<file path="config.mk">
export PLATFORM = sky130hd
export DESIGN_NAME = deque_buffer
export DESIGN_NICKNAME = d
export VERILOG_FILES = /design/src/design/deq_pkg.sv /design/src/design/deque_buffer.sv /design/src/design/deq_cell.sv /design/src/design/deq_chain.sv
export SDC_FILE = /design/constraint.sdc
export NUM_CORES = 2
export LEC_CHECK = 0
export BUFFER_PORTS_ARGS = -buffer_cell sky130_fd_sc_hd__buf_2
export CAP_MARGIN = 20
export CORE_MARGIN = 4
export CORE_UTILIZATION = 30
export CTS_CLUSTER_DIAMETER = 40
export DETAILED_ROUTE_END_ITERATION = 8
export GPL_ROUTABILITY_DRIVEN = 0
export HOLD_SLACK_MARGIN = 0.03
export PLACE_DENSITY_LB_ADDON = 0.3
export SLEW_MARGIN = 15
export SYNTH_ARGS = -nofsm -noshare
export SYNTH_HDL_FRONTEND = slang
export SYNTH_SLANG_ARGS = --single-unit
</file>
<file path="constraint.sdc">
create_clock -name clk -period 5.3 [get_ports clk]
set_input_delay 0 -clock clk [delete_from_list [all_inputs] [get_ports clk]]
set_output_delay 0 -clock clk [all_outputs]
set_load 0.005 [all_outputs]
</file>
<file path="src/design/deq_pkg.sv">
// Package for the double-ended queue block: request codes, status codes,
// field widths and the control words for the storage chain and for its cells.
// No dependencies.
`timescale 1ns / 1ps

package deq_pkg;

  localparam int DEPTH_DEFAULT = 16;

  localparam int CMD_W    = 3;
  localparam int DATA_W   = 32;
  localparam int STATUS_W = 2;
  localparam int OCC_W    = 5;

  localparam logic [CMD_W-1:0] CMD_PUSH_FRONT = 3'd0;
  localparam logic [CMD_W-1:0] CMD_PUSH_BACK  = 3'd1;
  localparam logic [CMD_W-1:0] CMD_POP_FRONT  = 3'd2;
  localparam logic [CMD_W-1:0] CMD_POP_BACK   = 3'd3;
  localparam logic [CMD_W-1:0] CMD_PEEK_FRONT = 3'd4;
  localparam logic [CMD_W-1:0] CMD_PEEK_BACK  = 3'd5;
  localparam logic [CMD_W-1:0] CMD_CLEAR      = 3'd6;

  localparam logic [STATUS_W-1:0] ST_OK    = 2'd0;
  localparam logic [STATUS_W-1:0] ST_EMPTY = 2'd1;
  localparam logic [STATUS_W-1:0] ST_FULL  = 2'd2;

  // Move for one cell. load wins over the shifts.
  typedef struct packed {
    logic shift_up;    // take the neighbor at the next lower index
    logic shift_down;  // take the neighbor at the next higher index
    logic load;        // take the pushed value
  } cell_ctl_t;

  // Move for a whole chain; the load index travels beside it.
  typedef struct packed {
    logic shift_up;
    logic shift_down;
    logic load;
  } chain_ctl_t;

endpackage

</file>
<file path="src/design/deque_buffer.sv">
// Top level of the double-ended queue of signed 32-bit values.
// Depends on deq_pkg and deq_chain (which uses deq_cell).
`timescale 1ns / 1ps

// How to use this block:
// A request is taken at a rising edge where start is high and busy is low.
// busy is always low, so a new request may be issued every clock cycle.
// cmd selects push front, push back, pop front, pop back, peek front,
// peek back or clear; value_in is the value for a push.
// Each request produces exactly one response, presented on read_value,
// status, occupancy and is_empty for one cycle with done high, in the cycle
// after the request was taken. The receiver cannot stall the response, so
// none is ever held back. Throughput is one request per cycle; the response
// is held in the output register.
// Storage is two identical chains of DEPTH cells holding the same sequence.
// The front chain keeps the front entry in its lowest cell; the back chain
// keeps the back entry in its highest cell. A push at one end shifts that
// end's chain and loads the other chain at the cell given by the count, so
// both ends can always be peeked from a fixed cell.
// A push on a full queue reports a full error; a pop or peek on an empty
// queue reports an empty error. Neither changes the contents.
// Synchronous reset empties the queue and clears done. The cell contents
// are not reset; they are only read after having been written.
module deque_buffer #(
  parameter int DEPTH = deq_pkg::DEPTH_DEFAULT
) (
  input  logic                                clk,
  input  logic                                rst,
  input  logic                                start,
  output logic                                busy,
  input  logic [deq_pkg::CMD_W-1:0]           cmd,
  input  logic signed [deq_pkg::DATA_W-1:0]   value_in,
  output logic                                done,
  output logic signed [deq_pkg::DATA_W-1:0]   read_value,
  output logic [deq_pkg::STATUS_W-1:0]        status,
  output logic [deq_pkg::OCC_W-1:0]           occupancy,
  output logic                                is_empty
);
  import deq_pkg::*;

  localparam int IDX_W = $clog2(DEPTH);
  localparam int CNT_W = $clog2(DEPTH + 1);

  logic [CNT_W-1:0]  count;
  logic [CNT_W-1:0]  count_next;
  logic [DATA_W-1:0] rd_next;
  logic [STATUS_W-1:0] st_next;
  logic              q_empty;
  logic              q_full;

  chain_ctl_t        front_ctl;
  chain_ctl_t        back_ctl;
  logic [IDX_W-1:0]  front_load_idx;
  logic [IDX_W-1:0]  back_load_idx;
  logic [DATA_W-1:0] front_head;
  logic [DATA_W-1:0] front_tail;
  logic [DATA_W-1:0] back_head;
  logic [DATA_W-1:0] back_tail;

  // No request ever holds the block busy.
  assign busy = 1'b0;

  assign q_empty = (count == '0);
  assign q_full  = (count == CNT_W'(DEPTH));

  // A push at the back lands in the front chain just past its last entry;
  // a push at the front lands in the back chain just before its first one.
  assign front_load_idx = count[IDX_W-1:0];
  assign back_load_idx  = IDX_W'(DEPTH - 1) - count[IDX_W-1:0];

  always_comb begin
    count_next = count;
    rd_next    = '0;
    st_next    = ST_OK;
    front_ctl  = '0;
    back_ctl   = '0;
    if (start) begin
      unique case (cmd)
        CMD_PUSH_FRONT: begin
          if (q_full) begin
            st_next = ST_FULL;
          end else begin
            front_ctl.shift_up = 1'b1;
            back_ctl.load      = 1'b1;
            count_next         = count + 1'b1;
          end
        end
        CMD_PUSH_BACK: begin
          if (q_full) begin
            st_next = ST_FULL;
          end else begin
            back_ctl.shift_down = 1'b1;
            front_ctl.load      = 1'b1;
            count_next          = count + 1'b1;
          end
        end
        CMD_POP_FRONT: begin
          if (q_empty) begin
            st_next = ST_EMPTY;
          end else begin
            front_ctl.shift_down = 1'b1;
            count_next           = count - 1'b1;
          end
        end
        CMD_POP_BACK: begin
          if (q_empty) begin
            st_next = ST_EMPTY;
          end else begin
            back_ctl.shift_up = 1'b1;
            count_next        = count - 1'b1;
          end
        end
        CMD_PEEK_FRONT: begin
          if (q_empty) begin
            st_next = ST_EMPTY;
          end else begin
            rd_next = front_head;
          end
        end
        CMD_PEEK_BACK: begin
          if (q_empty) begin
            st_next = ST_EMPTY;
          end else begin
            rd_next = back_tail;
          end
        end
        CMD_CLEAR: begin
          count_next = '0;
        end
        default: begin
        end
      endcase
    end
  end

  deq_chain #(
    .DEPTH (DEPTH),
    .IDX_W (IDX_W)
  ) u_front_chain (
    .clk      (clk),
    .ctl      (front_ctl),
    .load_idx (front_load_idx),
    .data_in  (value_in),
    .low_end  (front_head),
    .high_end (front_tail)
  );

  deq_chain #(
    .DEPTH (DEPTH),
    .IDX_W (IDX_W)
  ) u_back_chain (
    .clk      (clk),
    .ctl      (back_ctl),
    .load_idx (back_load_idx),
    .data_in  (value_in),
    .low_end  (back_head),
    .high_end (back_tail)
  );

  // The far ends of the chains carry no queue information of their own;
  // they are folded in only so that every chain output is consumed.
  logic unused_ends;
  assign unused_ends = ^{front_tail, back_head};

  always_ff @(posedge clk) begin
    if (rst) begin
      count <= '0;
      done  <= 1'b0;
    end else begin
      count <= count_next;
      done  <= start;
    end
  end

  // Response payload registers; qualified by done.
  always_ff @(posedge clk) begin
    read_value <= rd_next;
    status     <= st_next;
    occupancy  <= OCC_W'(count_next);
    is_empty   <= (count_next == '0) ^ (unused_ends & 1'b0);
  end

endmodule

</file>
<file path="src/design/deq_cell.sv">
// One storage cell of the queue chain: a data register that holds, loads
// the pushed value, or copies one of its two neighbors. Depends on deq_pkg.
`timescale 1ns / 1ps

module deq_cell (
  input  logic                       clk,
  input  deq_pkg::cell_ctl_t         ctl,
  input  logic [deq_pkg::DATA_W-1:0] from_lo,
  input  logic [deq_pkg::DATA_W-1:0] from_hi,
  input  logic [deq_pkg::DATA_W-1:0] load_data,
  output logic [deq_pkg::DATA_W-1:0] q
);
  import deq_pkg::*;

  always_ff @(posedge clk) begin
    priority if (ctl.load) begin
      q <= load_data;
    end else if (ctl.shift_up) begin
      q <= from_lo;
    end else if (ctl.shift_down) begin
      q <= from_hi;
    end
  end

endmodule

</file>
<file path="src/design/deq_chain.sv">
// A row of DEPTH storage cells that shift toward either end or load one
// cell at a given index. Both end cells are read out. Depends on deq_pkg, deq_cell.
`timescale 1ns / 1ps

module deq_chain #(
  parameter int DEPTH = deq_pkg::DEPTH_DEFAULT,
  parameter int IDX_W = $clog2(DEPTH)
) (
  input  logic                       clk,
  input  deq_pkg::chain_ctl_t        ctl,
  input  logic [IDX_W-1:0]           load_idx,
  input  logic [deq_pkg::DATA_W-1:0] data_in,
  output logic [deq_pkg::DATA_W-1:0] low_end,
  output logic [deq_pkg::DATA_W-1:0] high_end
);
  import deq_pkg::*;

  logic [DATA_W-1:0] q [DEPTH];

  for (genvar i = 0; i < DEPTH; i++) begin : g_cell
    cell_ctl_t         cctl;
    logic [DATA_W-1:0] lo_src;
    logic [DATA_W-1:0] hi_src;

    assign cctl.shift_up   = ctl.shift_up;
    assign cctl.shift_down = ctl.shift_down;
    assign cctl.load       = ctl.load && (load_idx == IDX_W'(i));

    if (i == 0) begin : g_lo_edge
      assign lo_src = data_in;
    end else begin : g_lo_mid
      assign lo_src = q[i-1];
    end

    if (i == DEPTH-1) begin : g_hi_edge
      assign hi_src = data_in;
    end else begin : g_hi_mid
      assign hi_src = q[i+1];
    end

    deq_cell u_cell (
      .clk       (clk),
      .ctl       (cctl),
      .from_lo   (lo_src),
      .from_hi   (hi_src),
      .load_data (data_in),
      .q         (q[i])
    );
  end

  assign low_end  = q[0];
  assign high_end = q[DEPTH-1];

endmodule
</file>
==> results list <==
- After the first detailed-routing iteration, the DRC count stood at 3815.
- Total leakage power: 22.7 nW
* Number of inserted filler cells in the final layout: 17448
- Setup repair after global routing left no endpoint under its margin.
* Final count of hold timing violations: 0
- Shortest clock period the worst path allows after layout: 3.88 ns
* Wire length of the first global-routing pass: 221000 um
- Data on the critical path arrives at its endpoint at 4.34 ns.
- Hold crit path type: primary input to register
- At the end of the flow the core is filled with cells to 0.347.
- Estimated wirelength of the detail-placed design: 85500 um
- The later pin in the worst-skew pair is clocked with a latency of 0.76 ns.
- The total count of max-transition violations in the final report was 0.
* Setup-violating endpoint count in the final report: 0
- Share of cells above drive strength 1: 0.0925
- The area growth from synthesis to layout is 14.8%.
- Highest Clock Rate: 258 MHz
- Final layout net count: 5348
- From bottom edge to top edge, the die measures 427 um.
- The worst setup path is launched from a register.
- Largest net degree at the start of global routing: 156
- The number of different library cells used by synthesis comes to 49.
- Sequential area share after synthesis: 0.601
* Least-Margin Pin Slew: 1.07 ns
- The synthesized design contains 1070 register bits.
- After synthesis, the most frequently instantiated cells are nand2_1 (1837), edfxtp_1 (1024), nor2_1 (745), a31oi_1 (704), clkbuf_1 (311).
- Cell taking the most area after synthesis: edfxtp_1
- After detailed routing, the average wire length per cell comes to 18.2 um.
* Outcome: complete, no violations
- Via count of the first global-routing pass: 36716
- In the synthesized netlist the async set-or-reset flop fraction comes to 0.
- The initialized floorplan defines 153 standard-cell rows.
- Floorplan die width: 427 um
- CTS HTree Levels: 4
* Most used flip-flop cell after synthesis: edfxtp_1
- Yosys warns: 0
- Initial antenna violation count: 13
- Core region area: 174000 um2
- Clk buf depth: 3
- For this run, the total global-route usage over all layers was measured as 0.151.
- Buffers placed on the I/O ports in this run total 78.
- Mapped Nets: 5495
- Root buffer cell: clkbuf_16
- After routing, the total negative slack on setup checks comes to 0 ns.
- Req. time, crit path: 5.76 ns
* Tcrit/Tclk final: 0.732
- # resized after CTS: 0
* Peak fanout along the critical path: 155
* Synth Cell Area: 52700 um2
- For this block, the routed nets add up to 141000 um of wire.
- Yosys attributes the largest share of cell area to edfxtp_1 (58%), nand2_1 (13%), a31oi_1 (8.4%), nor2_1 (5.3%), mux2i_1 (3.7%).
* Clock tree from TritonCTS: built
- Of the post-synthesis cell area, the dominant cell type holds 0.584.
* Die footprint: 182000 um2
* Vias per cell: 5.05
* Power consumption: 0.0212 W
* Number of clock sinks: 1070
- Power per cell area: 350 nW/um2
- Number of instances in the synthesized netlist: 5452
* Max rail drop VDD: 0.329 mV
- The critical path is of the register to register type.
- Clock tree synthesis inserted a total of 159 buffers.
- CTS clk-pin slew, worst paths: 0.06 ns
* Remaining Overflow, GRT: 0
* Slew headroom: 0.287
- 80 I/O pins were placed.
- Once detail routing completed, the nets flagged for antenna violations numbered 0.
- After synthesis, the mean cell area works out to 9.66 um2.
- In the post-synthesis netlist, the cell with the most instances is nand2_1.
- Number of enable-type register cells in the synthesized netlist: 1024
- Max-cap violations in this run came to 0.
- For this block, the via count after detailed routing is 39267.
- For this configuration, the core starts out at a cell density of 0.302.
- The worst setup path is captured at a register.
* First-pass iteration count of the detailed router: 6
* Largest clock skew in the final design: 0.0297 ns
- After detailed routing, the number of remaining DRC violations is 0.
power by group:
group          internal, W  switching [W]  total [W]
Clock              0.00661        0.00407     0.0107
Combinational     0.000278       0.000625   0.000903
Sequential         0.00949       0.000109    0.00959
cells in the final DEF (no fill, tap or decap), drive strengths merged, types with 2 or more instances in the layout:
master / count
a22o: 2
dlygate4sd3: 41
diode: 8
a211oi: 2
and2: 7
bufinv: 18
edfxtp: 1024
xor2: 2
clkbuf: 184
clkinvlp: 13
o22ai: 2
nor3b: 3
and3: 11
nand3: 15
a31oi: 704
nor2: 745
clkinv: 60
o21ai: 198
nor2b: 7
nor3: 5
inv: 24
nand2b: 9
ha: 5
dfxtp: 46
a22oi: 32
buf: 165
mux2: 65
nand2: 1839
mux2i: 193
a21oi: 4
flip-flops by register name, indices dropped and copies added (netlist names):
name,count
count,5
done,1
is_empty,1
occupancy,5
read_value,32
status,2
u_back_chain.g_cell.u_cell.q,512
u_front_chain.g_cell.u_cell.q,512
final timing paths:
check | start | to | slack (ns) | cells after the start
max | count[0] | u_back_chain.g_cell[12].u_cell.q[20] | 1.42 | 8
min | start | status[1] | 0.21 | 4
max reg2reg | count[0] | u_back_chain.g_cell[12].u_cell.q[20] | 1.42 | 8
min reg2reg | u_front_chain.g_cell[14].u_cell.q[14] | u_front_chain.g_cell[15].u_cell.q[14] | 0.54 | 2
timing repair:
item,in CTS,in global routing
hold endpoints to repair,1010,0
buffers inserted,0,0
hold buffers,41,0
stage by stage:
| step | setup WS [ns] | cell area (um2) | hold WS [ns] | cells |
|---|---|---|---|---|
| floorplan | 2.36 | 52700 | 0.0691 | 5452 |
| global placement | 1.69 | 54600 | 0.267 | 7427 |
| detailed placement | 1.66 | 54600 | 0.266 | 7427 |
| CTS | 1.64 | 60400 | 0.119 | 7762 |
| global route | 1.23 | 60400 | 0.184 | 7771 |
| finish | 1.42 | 60400 | 0.206 | 7771 |
cells by family (layout without fill, tap and decap cells):
| family | count (synthesis) | in the layout | synth area share |
|---|---|---|---|
| mux | 258 | 258 | 0.0506 |
| simple gates | 2645 | 2645 | 0.192 |
| other cells | 1 | 9 | 0.0000712 |
| flops | 1070 | 1070 | 0.601 |
| fa+ha+maj | 5 | 5 | 0.00119 |
| xor+xnor | 2 | 2 | 0.000333 |
| buf+inv | 519 | 505 | 0.0445 |
| compound gates | 952 | 952 | 0.110 |
routing by layer:
metal / routed length (um) / track usage / part of all wire / up-vias
li1: - / - / - / 18829
met1: 63300 / 0.207 / 0.45 / 18928
met2: 66100 / 0.244 / 0.47 / 1272
met3: 7640 / 0.0207 / 0.054 / 238
met4: 4310 / 0.0577 / 0.030 / 0
met5: 0 / 0 / 0 / -
critical path, stage by stage, from the launching register on:
cell,delay (ns)
dfxtp_1,0.47
inv_1,0.15
ha_1,0.38
nor4b_4,0.21
nor2_1,0.73
nand2_4,0.58
buf_12,0.42
mux2i_1,0.28
o21ai_0,0.10
cell type report:
type,count,area [um2],area share
multi-input combinational,3863,18800,0.311
timing repair buffer,206,1650,0.0274
antenna,8,20.0,0.000331
clock inverter,110,1160,0.0192
clock buffer,184,4200,0.0695
inverter,5,18.8,0.000310
tap,2325,2910,0.0481
sequential,1070,31700,0.524
No activity file was read; power rests on OpenSTA's default activity.
